--- config.mk ---
export PLATFORM = sky130hd
export DESIGN_NAME = bmg_scale
export DESIGN_NICKNAME = d
export VERILOG_FILES = /design/src/sv/bmg_pkg.sv /design/src/sv/bmg_scale.sv
export SDC_FILE = /design/constraint.sdc
export NUM_CORES = 2
export LEC_CHECK = 0
export BUFFER_PORTS_ARGS = -buffer_cell sky130_fd_sc_hd__buf_2
export CAP_MARGIN = 20
export CORE_MARGIN = 5
export CORE_UTILIZATION = 28
export DETAILED_ROUTE_END_ITERATION = 8
export SLEW_MARGIN = 20
export SYNTH_ARGS = -nofsm -noshare
export SYNTH_HDL_FRONTEND = slang
export SYNTH_SLANG_ARGS = --single-unit
--- constraint.sdc ---
create_clock -name clk -period 9.85 [get_ports clk]
set_clock_uncertainty 0.2 [all_clocks]
set_input_delay 0.985 -clock clk [delete_from_list [all_inputs] [get_ports clk]]
set_output_delay 0.985 -clock clk [all_outputs]
set_load 0.03 [all_outputs]
--- src/sv/bmg_pkg.sv ---
`timescale 1ns / 1ps
package bmg_pkg;

  // Input and fixed-point formats
  localparam int UNIFORM_BITS = 32;
  localparam int R_FRAC       = 28;
  localparam int TRIG_FRAC    = 30;
  localparam int Z_FRAC       = 24;

  // Pipeline depths
  localparam int LOG_STEPS  = 30;
  localparam int SQRT_STEPS = 32;
  localparam int TERMS      = 6;
  localparam int LOG_LAT    = LOG_STEPS + 4;
  localparam int SQRT_LAT   = SQRT_STEPS;
  localparam int TRIG_LAT   = 3 * TERMS + 3;
  localparam int SCALE_LAT  = 3;
  localparam int TRIG_DELAY = LOG_LAT + SQRT_LAT - TRIG_LAT;
  localparam int TOTAL_LAT  = LOG_LAT + SQRT_LAT + SCALE_LAT;

  // Constants
  localparam logic [27:0] LN2_Q28 = 28'd186065279;
  localparam logic [29:0] PI4_Q30 = 30'd843314857;
  localparam logic [30:0] Q30_ONE = 31'h4000_0000;

  typedef enum logic [1:0] {
    REG_MEAN      = 2'd0,
    REG_STD_DEV   = 2'd1,
    REG_TOLERANCE = 2'd2
  } reg_index_t;

  // Signed trig value as sign and Q.30 magnitude
  typedef struct packed {
    logic        neg;
    logic [30:0] mag;
  } trig_t;

endpackage

--- src/sv/bmg_scale.sv ---
`timescale 1ns / 1ps
module bmg_scale import bmg_pkg::*; (
  input  logic               clk,
  input  logic [30:0]        r,
  input  trig_t              trig,
  input  logic signed [31:0] mean,
  input  logic [30:0]        std_dev,
  output logic signed [31:0] sample
);

  logic [61:0]        prod;
  logic               neg1;
  logic [61:0]        z_sum;
  logic [58:0]        zs;
  logic               neg2;
  logic [58:0]        d_sum;
  logic signed [36:0] sum;
  logic signed [31:0] sat;

  // Round r*trig to Z_FRAC, then scale by std_dev
  assign z_sum = prod + (62'd1 << (R_FRAC + TRIG_FRAC - Z_FRAC - 1));
  assign d_sum = zs + (59'd1 << (Z_FRAC - 1));

  // Add the mean and saturate
  always_comb begin
    if (neg2) sum = 37'(mean) - $signed({2'b00, d_sum[58:24]});
    else      sum = 37'(mean) + $signed({2'b00, d_sum[58:24]});
    if (sum > 37'sh0_7FFF_FFFF)       sat = 32'sh7FFF_FFFF;
    else if (sum < -37'sh0_8000_0000) sat = 32'sh8000_0000;
    else                              sat = sum[31:0];
  end

  always_ff @(posedge clk) begin
    prod   <= 62'(r) * 62'(trig.mag);
    neg1   <= trig.neg;
    zs     <= 59'(z_sum[61:34]) * 59'(std_dev);
    neg2   <= neg1;
    sample <= sat;
  end

endmodule

==> flow_summary.json <==
{
  "hp-start": "neg1$_DFF_P_",
  "maxSlewHeadroom_pct": 31.9,
  "r2r_cells": 34,
  "yosys-top-cells-area": "fa_1 (50%), inv_1 (11%), ha_1 (9.9%), nand2_1 (8.4%), and2_1 (5.0%)",
  "die_area_um2": 236000,
  "syn_avg_cell_area_um2": 8.71,
  "synth_top_family_by_area": "adder cells",
  "fmax_ghz": 0.108,
  "totalNegativeSetupSlack_ps": 0,
  "synth_edf_count": 0,
  "clkLatencyLatePin_ps": 390,
  "synth_xor_area_share_pct": 2.72,
  "multi_input_area_um2": 53400,
  "cp.required_ps": 9960,
  "coreArea_um2": 225000,
  "regToRegStartpoint": "prod[33]$_DFF_P_",
  "cts.clk_slew.worst_paths_ps": 80,
  "stdcell_area_um2": 67900,
  "cts_tree": "done",
  "yosysTopAreaCell": "fa_1",
  "grt_usage_pct": 15.4,
  "holdBufCountCts": 0,
  "status": "complete, no violations",
  "routabilityCongestion": 0.896,
  "rrSetupSlack_ps": 710,
  "antenna_found_initial": 13,
  "start_kind": "input pin",
  "synth.mux.area_fraction_pct": 0.146,
  "end_kind": "flip-flop",
  "ys_seq_area_share_pct": 3.12,
  "drtPass1Iterations": 5,
  "syn2layout_area_growth_pct": 6.91,
  "ys.flop_type": "dfxtp_1",
  "wl_per_cell_um": 17.8,
  "ys_ff_latch": 99,
  "drive_gt1_share_pct": 5.01,
  "cts_buffers": 9,
  "cts_buffer_depth": 2,
  "vias": 47400,
  "regArea_um2": 1980,
  "synth_warnings": 0,
  "cts_root_buf": "clkbuf_16",
  "hp-class": "reg -> reg",
  "post_cts_resized": 0,
  "fin_crit_sh_pct": 94.2,
  "netlist-cell-type-count": 83,
  "pin_count": 159,
  "syn_area_um2": 63500,
  "holdPathStages": 0,
  "synth-simple-area-share_pct": 16.3,
  "drtIter0Drc": 2846,
  "place_area_um2": 67600,
  "grt_pass1_vias": 52900,
  "worst-setup-path-type": "in -> reg",
  "cts_htree_levels": 3,
  "grt_pass1_wl_mm": 292,
  "synth_compound_area_share_pct": 4.65,
  "num-fill-cells": 23700,
  "dp_slack_ps": 332,
  "synth_nets": 9508,
  "wirelength_mm": 181,
  "path_max_fanout": 31,
  "maxCapViolations": 0,
  "fin_nets": 9392,
  "setup_violations": 0,
  "timing.final.max_slew_violations": 0,
  "grt_remaining_overflow": 0,
  "port_buffers": 158,
  "initial_utilization_pct": 28.2,
  "hpwl_mm": 150,
  "final_cell_mix": "inv_1 (1791), fa_1 (1588), nand2_1 (1413), and2_1 (509), ha_1 (500)",
  "min_period_ps": 9280,
  "synthArstFlopShare_pct": 0,
  "vias_per_cell": 4.66,
  "hold_path_end": "neg2$_DFF_P_",
  "hold_viol_final": 0,
  "rows": 174,
  "die-width_um": 486,
  "rsz0062_at_grt": "false",
  "syn_inst": 7293,
  "dieHeight_um": 486,
  "final_common_cell": "inv_1",
  "cts_num_sinks": 99,
  "drc": 0,
  "synth_top_area_share_pct": 50.1,
  "cp.arrival_ps": 9380,
  "post_cts_buffers": 0,
  "tightest_slew_ps": 1020,
  "r2r-end": "zs[46]$_DFF_P_",
  "setup_ws_ps": 574,
  "grt_max_degree": 46,
  "synth-adder-area-share_pct": 59.9,
  "ant_nets": 0
}
[kinds of logic after synthesis]
group | after synthesis
xor+xnor | 197
buf+inv | 2200
simple gates | 2256
fa+ha+maj | 2088
mux | 9
compound gates | 444
flops | 99
[stage by stage]
step                      std cells  utilization (%)  hold slack, ps
after global routing          10200             30.1             147
after global placement        10200             30.0             117
after detailed placement      10200             30.0             115
final                         10200             30.1             133
after floorplan                7293                -             110
after CTS                     10200             30.1             139
[registers in the layout (all words and copies together), names as in the netlist]
name    cells
zs         36
prod       29
neg2        1
sample     32
neg1        1
[layout make-up]
type                    count  area share, %
inverters                1791           9.90
clock inverters             6         0.0940
multi-input cells        4994           78.7
diodes                      5         0.0184
flip-flops and latches     99           2.92
clock buffers              10          0.352
well taps                2992           5.51
repair buffers            282           2.54
[synthesized netlist by cell type, types with 23 or more instances]
library cell	count
and2_1	509
dfxtp_1	99
and3_1	23
clkbuf_1	380
ha_1	500
xor2_1	76
nand2_1	1413
nor3_1	36
o21ai_0	68
inv_1	1791
a21oi_1	118
xnor2_1	121
a31oi_1	23
nand4_1	37
a21o_1	90
nand3_1	50
o21a_1	27
fa_1	1588
nor2_1	103
[worst max path at each step]
stage                     depth (start not counted)              from                to  slack (ps)
final                                            24           trig[7]  prod[58]$_DFF_P_         570
after global routing                             33  prod[33]$_DFF_P_    zs[53]$_DFF_P_         140
after CTS                                        34  prod[33]$_DFF_P_    zs[46]$_DFF_P_         700
after detailed placement                         24           trig[7]  prod[58]$_DFF_P_         330
after global placement                           26           trig[4]  prod[58]$_DFF_P_         420
after floorplan                                  32  prod[33]$_DFF_P_    zs[56]$_DFF_P_        1570
[critical path, cell delays in order]
cell      delay, ps
buf_2           690
nand2_1         180
fa_1            570
inv_1            50
fa_1            430
fa_1            510
fa_1            440
fa_1            520
inv_1            60
fa_1            550
fa_1            430
fa_1            490
inv_1            50
ha_1            290
a211oi_1        210
o21ai_0         180
nor4b_1         570
nand2_1         310
a32oi_1         500
a21boi_0        290
nor3_1          370
nor3_1          120
o41ai_1         380
xnor2_1         180
[layer usage]
layer	global-route usage (%)	share of wire, %	vias to the layer above
met3	2.11	6.8	298
met4	3.73	2.6	6
met5	0	0.020	-
met1	20.5	43	24600
met2	26.5	48	1646
li1	-	-	20900
Power is not shown: default switching activity piles up to over one toggle a cycle in this logic, so the estimate is an artifact.
