### src/sv/bmg_pkg.sv
`timescale 1ns / 1ps
package bmg_pkg;

  // Input and fixed-point formats
  localparam int UNIFORM_BITS = 32;
  localparam int R_FRAC       = 28;
  localparam int TRIG_FRAC    = 30;
  localparam int Z_FRAC       = 24;

  // Pipeline depths
  localparam int LOG_STEPS  = 30;
  localparam int SQRT_STEPS = 32;
  localparam int TERMS      = 6;
  localparam int LOG_LAT    = LOG_STEPS + 4;
  localparam int SQRT_LAT   = SQRT_STEPS;
  localparam int TRIG_LAT   = 3 * TERMS + 3;
  localparam int SCALE_LAT  = 3;
  localparam int TRIG_DELAY = LOG_LAT + SQRT_LAT - TRIG_LAT;
  localparam int TOTAL_LAT  = LOG_LAT + SQRT_LAT + SCALE_LAT;

  // Constants
  localparam logic [27:0] LN2_Q28 = 28'd186065279;
  localparam logic [29:0] PI4_Q30 = 30'd843314857;
  localparam logic [30:0] Q30_ONE = 31'h4000_0000;

  typedef enum logic [1:0] {
    REG_MEAN      = 2'd0,
    REG_STD_DEV   = 2'd1,
    REG_TOLERANCE = 2'd2
  } reg_index_t;

  // Signed trig value as sign and Q.30 magnitude
  typedef struct packed {
    logic        neg;
    logic [30:0] mag;
  } trig_t;

endpackage

### src/sv/bmg_sqrt.sv
`timescale 1ns / 1ps
module bmg_sqrt import bmg_pkg::*; (
  input  logic        clk,
  input  logic [35:0] x_in,
  output logic [30:0] r
);

  logic [63:0] rem_pipe [1:SQRT_STEPS];
  logic [63:0] res_pipe [1:SQRT_STEPS];

  // One result bit per stage, restoring form
  for (genvar j = 0; j < SQRT_STEPS; j++) begin : g_step
    localparam logic [63:0] BIT = 64'd1 << (62 - 2 * j);
    logic [63:0] rem_cur;
    logic [63:0] res_cur;
    logic [63:0] trial;
    if (j == 0) begin : g_first
      assign rem_cur = {2'b00, x_in, 26'd0};
      assign res_cur = '0;
    end else begin : g_rest
      assign rem_cur = rem_pipe[j];
      assign res_cur = res_pipe[j];
    end
    assign trial = res_cur + BIT;
    always_ff @(posedge clk) begin
      if (rem_cur >= trial) begin
        rem_pipe[j+1] <= rem_cur - trial;
        res_pipe[j+1] <= (res_cur >> 1) + BIT;
      end else begin
        rem_pipe[j+1] <= rem_cur;
        res_pipe[j+1] <= res_cur >> 1;
      end
    end
  end

  assign r = res_pipe[SQRT_STEPS][30:0];

endmodule

### config.mk
export PLATFORM = sky130hd
export DESIGN_NAME = bmg_sqrt
export DESIGN_NICKNAME = d
export VERILOG_FILES = /design/src/sv/bmg_pkg.sv /design/src/sv/bmg_sqrt.sv
export SDC_FILE = /design/constraint.sdc
export NUM_CORES = 2
export LEC_CHECK = 0
export ABC_AREA = 0
export CORE_MARGIN = 1
export CORE_UTILIZATION = 50
export DETAILED_ROUTE_END_ITERATION = 10
export DONT_BUFFER_PORTS = 1
export PLACE_DENSITY = 0.71
export SYNTH_ARGS = -nofsm -noshare
export SYNTH_HDL_FRONTEND = slang
export SYNTH_SLANG_ARGS = --single-unit
### constraint.sdc
create_clock -name clk -period 4.6 [get_ports clk]
set_clock_uncertainty 0.05 [all_clocks]
set_input_delay 0.23 -clock clk [delete_from_list [all_inputs] [get_ports clk]]
set_output_delay 0.23 -clock clk [all_outputs]
set_load 0.05 [all_outputs]
==> key figures <==
Outcome
  • Outcome: completed

Die
  • Area of the core: 152000 µm²
  • Area of the die: 156000 µm²
  • Die Wd: 395 µm
  • Initial Util: 50.6%
  • I/O pins: 68
  • Die H: 395 µm
  • Cell row count: 143

STA
  • Crit path time final: 4.19 ns
  • Setup tns final: 0 ns
  • Final Max Slew Viols: 0
  • Worst rel slew slack: 29.8%
  • Fmax: 0.239 GHz
  • Tcrit/Tclk final: 91.1%
  • Least-Margin Pin Slew: 1.03 ns
  • # setup viols final: 0
  • Hold slack: 0.254 ns
  • Final hold vios: 0
  • RSZ-0062 raised after global routing: no

Synthesis
  • Syn_area_per_cell: 9.40 µm²
  • Warnings, synthesis: 0
  • EDFF count, synth: 0
  • Async SR Flop Fraction: 0%
  • Seq cells post-synth: 1815
  • Top FF cell, synth: dfxtp_1
  • Syn_nets: 8748
  • Cell area after synthesis: 77100 µm²
  • Synth cell types: 107
  • Post-Syn Instances: 8201
  • Seq/Total Area, Yosys: 47.1%

Global route
  • Initial antenna violation count: 3
  • First-pass GRT wire length: 296000 µm
  • Vias in the first global route: 56900
  • Tot GR Track Use: 23.2%
  • Largest net degree at the start of global routing: 56
  • GRT overflow: 0

Routing
  • Routed Antenna Nets: 0
  • DR DRC count: 0
  • Drt pass-1 iters: 7
  • Starting DRT DRC Count: 3721
  • Via density: 5.53
  • DR WL/cell: 17.6 µm
  • Vias after detailed routing: 58100
  • Routed WL: 185000 µm

Power
  • Maximum vdd drop: 0.495 mV
  • Leak pwr: 0.0403 µW
  • Part of the power in registers: 46.9%
  • Net Sw Power: 15700 µW
  • Combinational power share: 19.9%
  • Clock network power share: 33.2%
  • Power Internal: 33700 µW
  • Pwr per Cell Area: 567 nW/µm²
  • Sw Ratio: 31.7%

CTS
  • Clock latency on the worst-skew pair: 0.90 ns
  • Clock sinks: 1815
  • CTS tree: yes
  • Setup Fix Bufs, Post-CTS: 0
  • Clock-pin transition on the worst setup and hold timing paths: 0.06 ns
  • CTS Buf Count: 180
  • Root buf cell: clkbuf_16
  • CTS Hold Bufs: 72
  • H-tree depth: 4
  • Cts repair resizes: 0
  • Clk buf depth: 3

Hold path
  • Worst Hold Class: reg2reg

Layout
  • Layout Nets: 8875
  • Most frequent cells in the layout: dfxtp_1, nand2_1, inv_1
  • Fin cells: 10500
  • Share of cells above drive strength 1: 6.12%
  • Area Growth Syn to Fin: 12.7%
  • Most common cell after layout, fill and taps aside: dfxtp_1
  • Core Util, Final: 57.0%

Worst setup path
  • WP data arrival: 4.88 ns
  • Critical Path Source Type: register
  • CP Max Fanout: 7
  • CP required: 5.29 ns
  • CP max stage delay: 0.64 ns
  • Endpoint class of the critical path: register
  • Critical Path Slowest Stage Cell: nor4_2
  • Ordered cell list for the critical path: ha_1 > fa_1 > a211oi_1 > o21ai_0 > o2111ai_1 > a21oi_1 > a41oi_1 > o211a_1 > nor4_2 > nor2b_1 > xor2_1
  • Kind of critical path: reg2reg

Placement
  • Placed cell count: 10100
  • IO buf count: 0
  • GPL Wtd Cong: 0.930
  • Hpwl dp: 142000 µm

Flow run
  • Total of max-cap violations: 0
## synth_stat cells (63+ instances only)
cell type	n	area [µm²]
dfxtp_1	1815	36300
nand2_1	677	2540
inv_1	629	2360
nor2_1	544	2040
ha_1	498	6230
a21oi_1	480	2400
o21ai_0	449	2250
xor2_1	427	3740
xnor2_1	389	3410
nor3_1	245	1230
a21o_1	204	1530
nor4_1	196	1230
nand3_1	123	616
clkbuf_1	113	424
nand2b_1	112	701
o21a_1	98	736
or3_1	95	594
nand4_1	93	582
or4_1	74	556
nor2b_1	63	394
## final cells by class
cell class	count	area, µm²
diodes	2	5.00
flip-flops and latches	1815	36300
clock inverters	104	1840
repair buffers	112	1050
multi-input cells	5585	37700
inverters	634	2380
fillers	13000	65500
clock buffers	235	5050
well taps	2030	2540
## registers in the layout (all words and copies together), names as in the netlist
signal and count:
rem_pipe 1319, res_pipe 496
## per-layer routing
metal	track usage, %	wire, µm	part of all wire (%)
met2	40.0	88900	48
met3	3.16	8960	4.8
met4	6.55	4210	2.3
met1	30.3	82800	45
met5	0	0	0
## worst max-delay path, delay by kind of cell, from the launching register on
kind / cells / cell delay, ns
simple gates: 2 / 0.87
xor+xnor: 1 / 0.16
compound gates: 6 / 2.07
fa+ha+maj: 2 / 0.50
flops: 1 / 0.41
## metrics by stage
stage / total power (µW) / instance area [µm²] / setup WS [ns]
floorplan: 29500 / 77100 / 1.31
global placement: 32800 / 79300 / 0.592
detailed placement: 33000 / 79300 / 0.526
CTS: 49500 / 86900 / 0.514
global route: 51800 / 86900 / 0.169
finish: 49300 / 86900 / 0.411
## power by group through the flow
| stage | sequential [µW] | clock [µW] | combinational, µW |
|---|---|---|---|
| after global routing | 23500 | 17400 | 10900 |
| after CTS | 23100 | 16700 | 9760 |
| after global placement | 23400 | 0 | 9470 |
| after floorplan | 21900 | 0 | 7640 |
| after detailed placement | 23400 | 0 | 9610 |
| final | 23100 | 16400 | 9830 |
## worst paths after layout
path | startpoint | endpoint | slack [ns] | cells past startpoint
setup reg to reg | rem_pipe[0][1738]$_SDFF_PP0_ | rem_pipe[0][1849]$_DFF_P_ | 0.41 | 11
hold / removal | rem_pipe[0][109]$_DFF_P_ | rem_pipe[0][173]$_DFF_P_ | 0.25 | 0
hold reg to reg | rem_pipe[0][109]$_DFF_P_ | rem_pipe[0][173]$_DFF_P_ | 0.25 | 0
setup / recovery | rem_pipe[0][1738]$_SDFF_PP0_ | rem_pipe[0][1849]$_DFF_P_ | 0.41 | 11
## cell families after synthesis
family,share of synthesized area [%]
simple gates,16.5
flops,47.1
compound gates,13.7
xor+xnor,9.27
buf+inv,4.02
fa+ha+maj,8.39
mux,1.04
other cells,0.00486
Note: power is estimated with default switching activity, not from simulation.
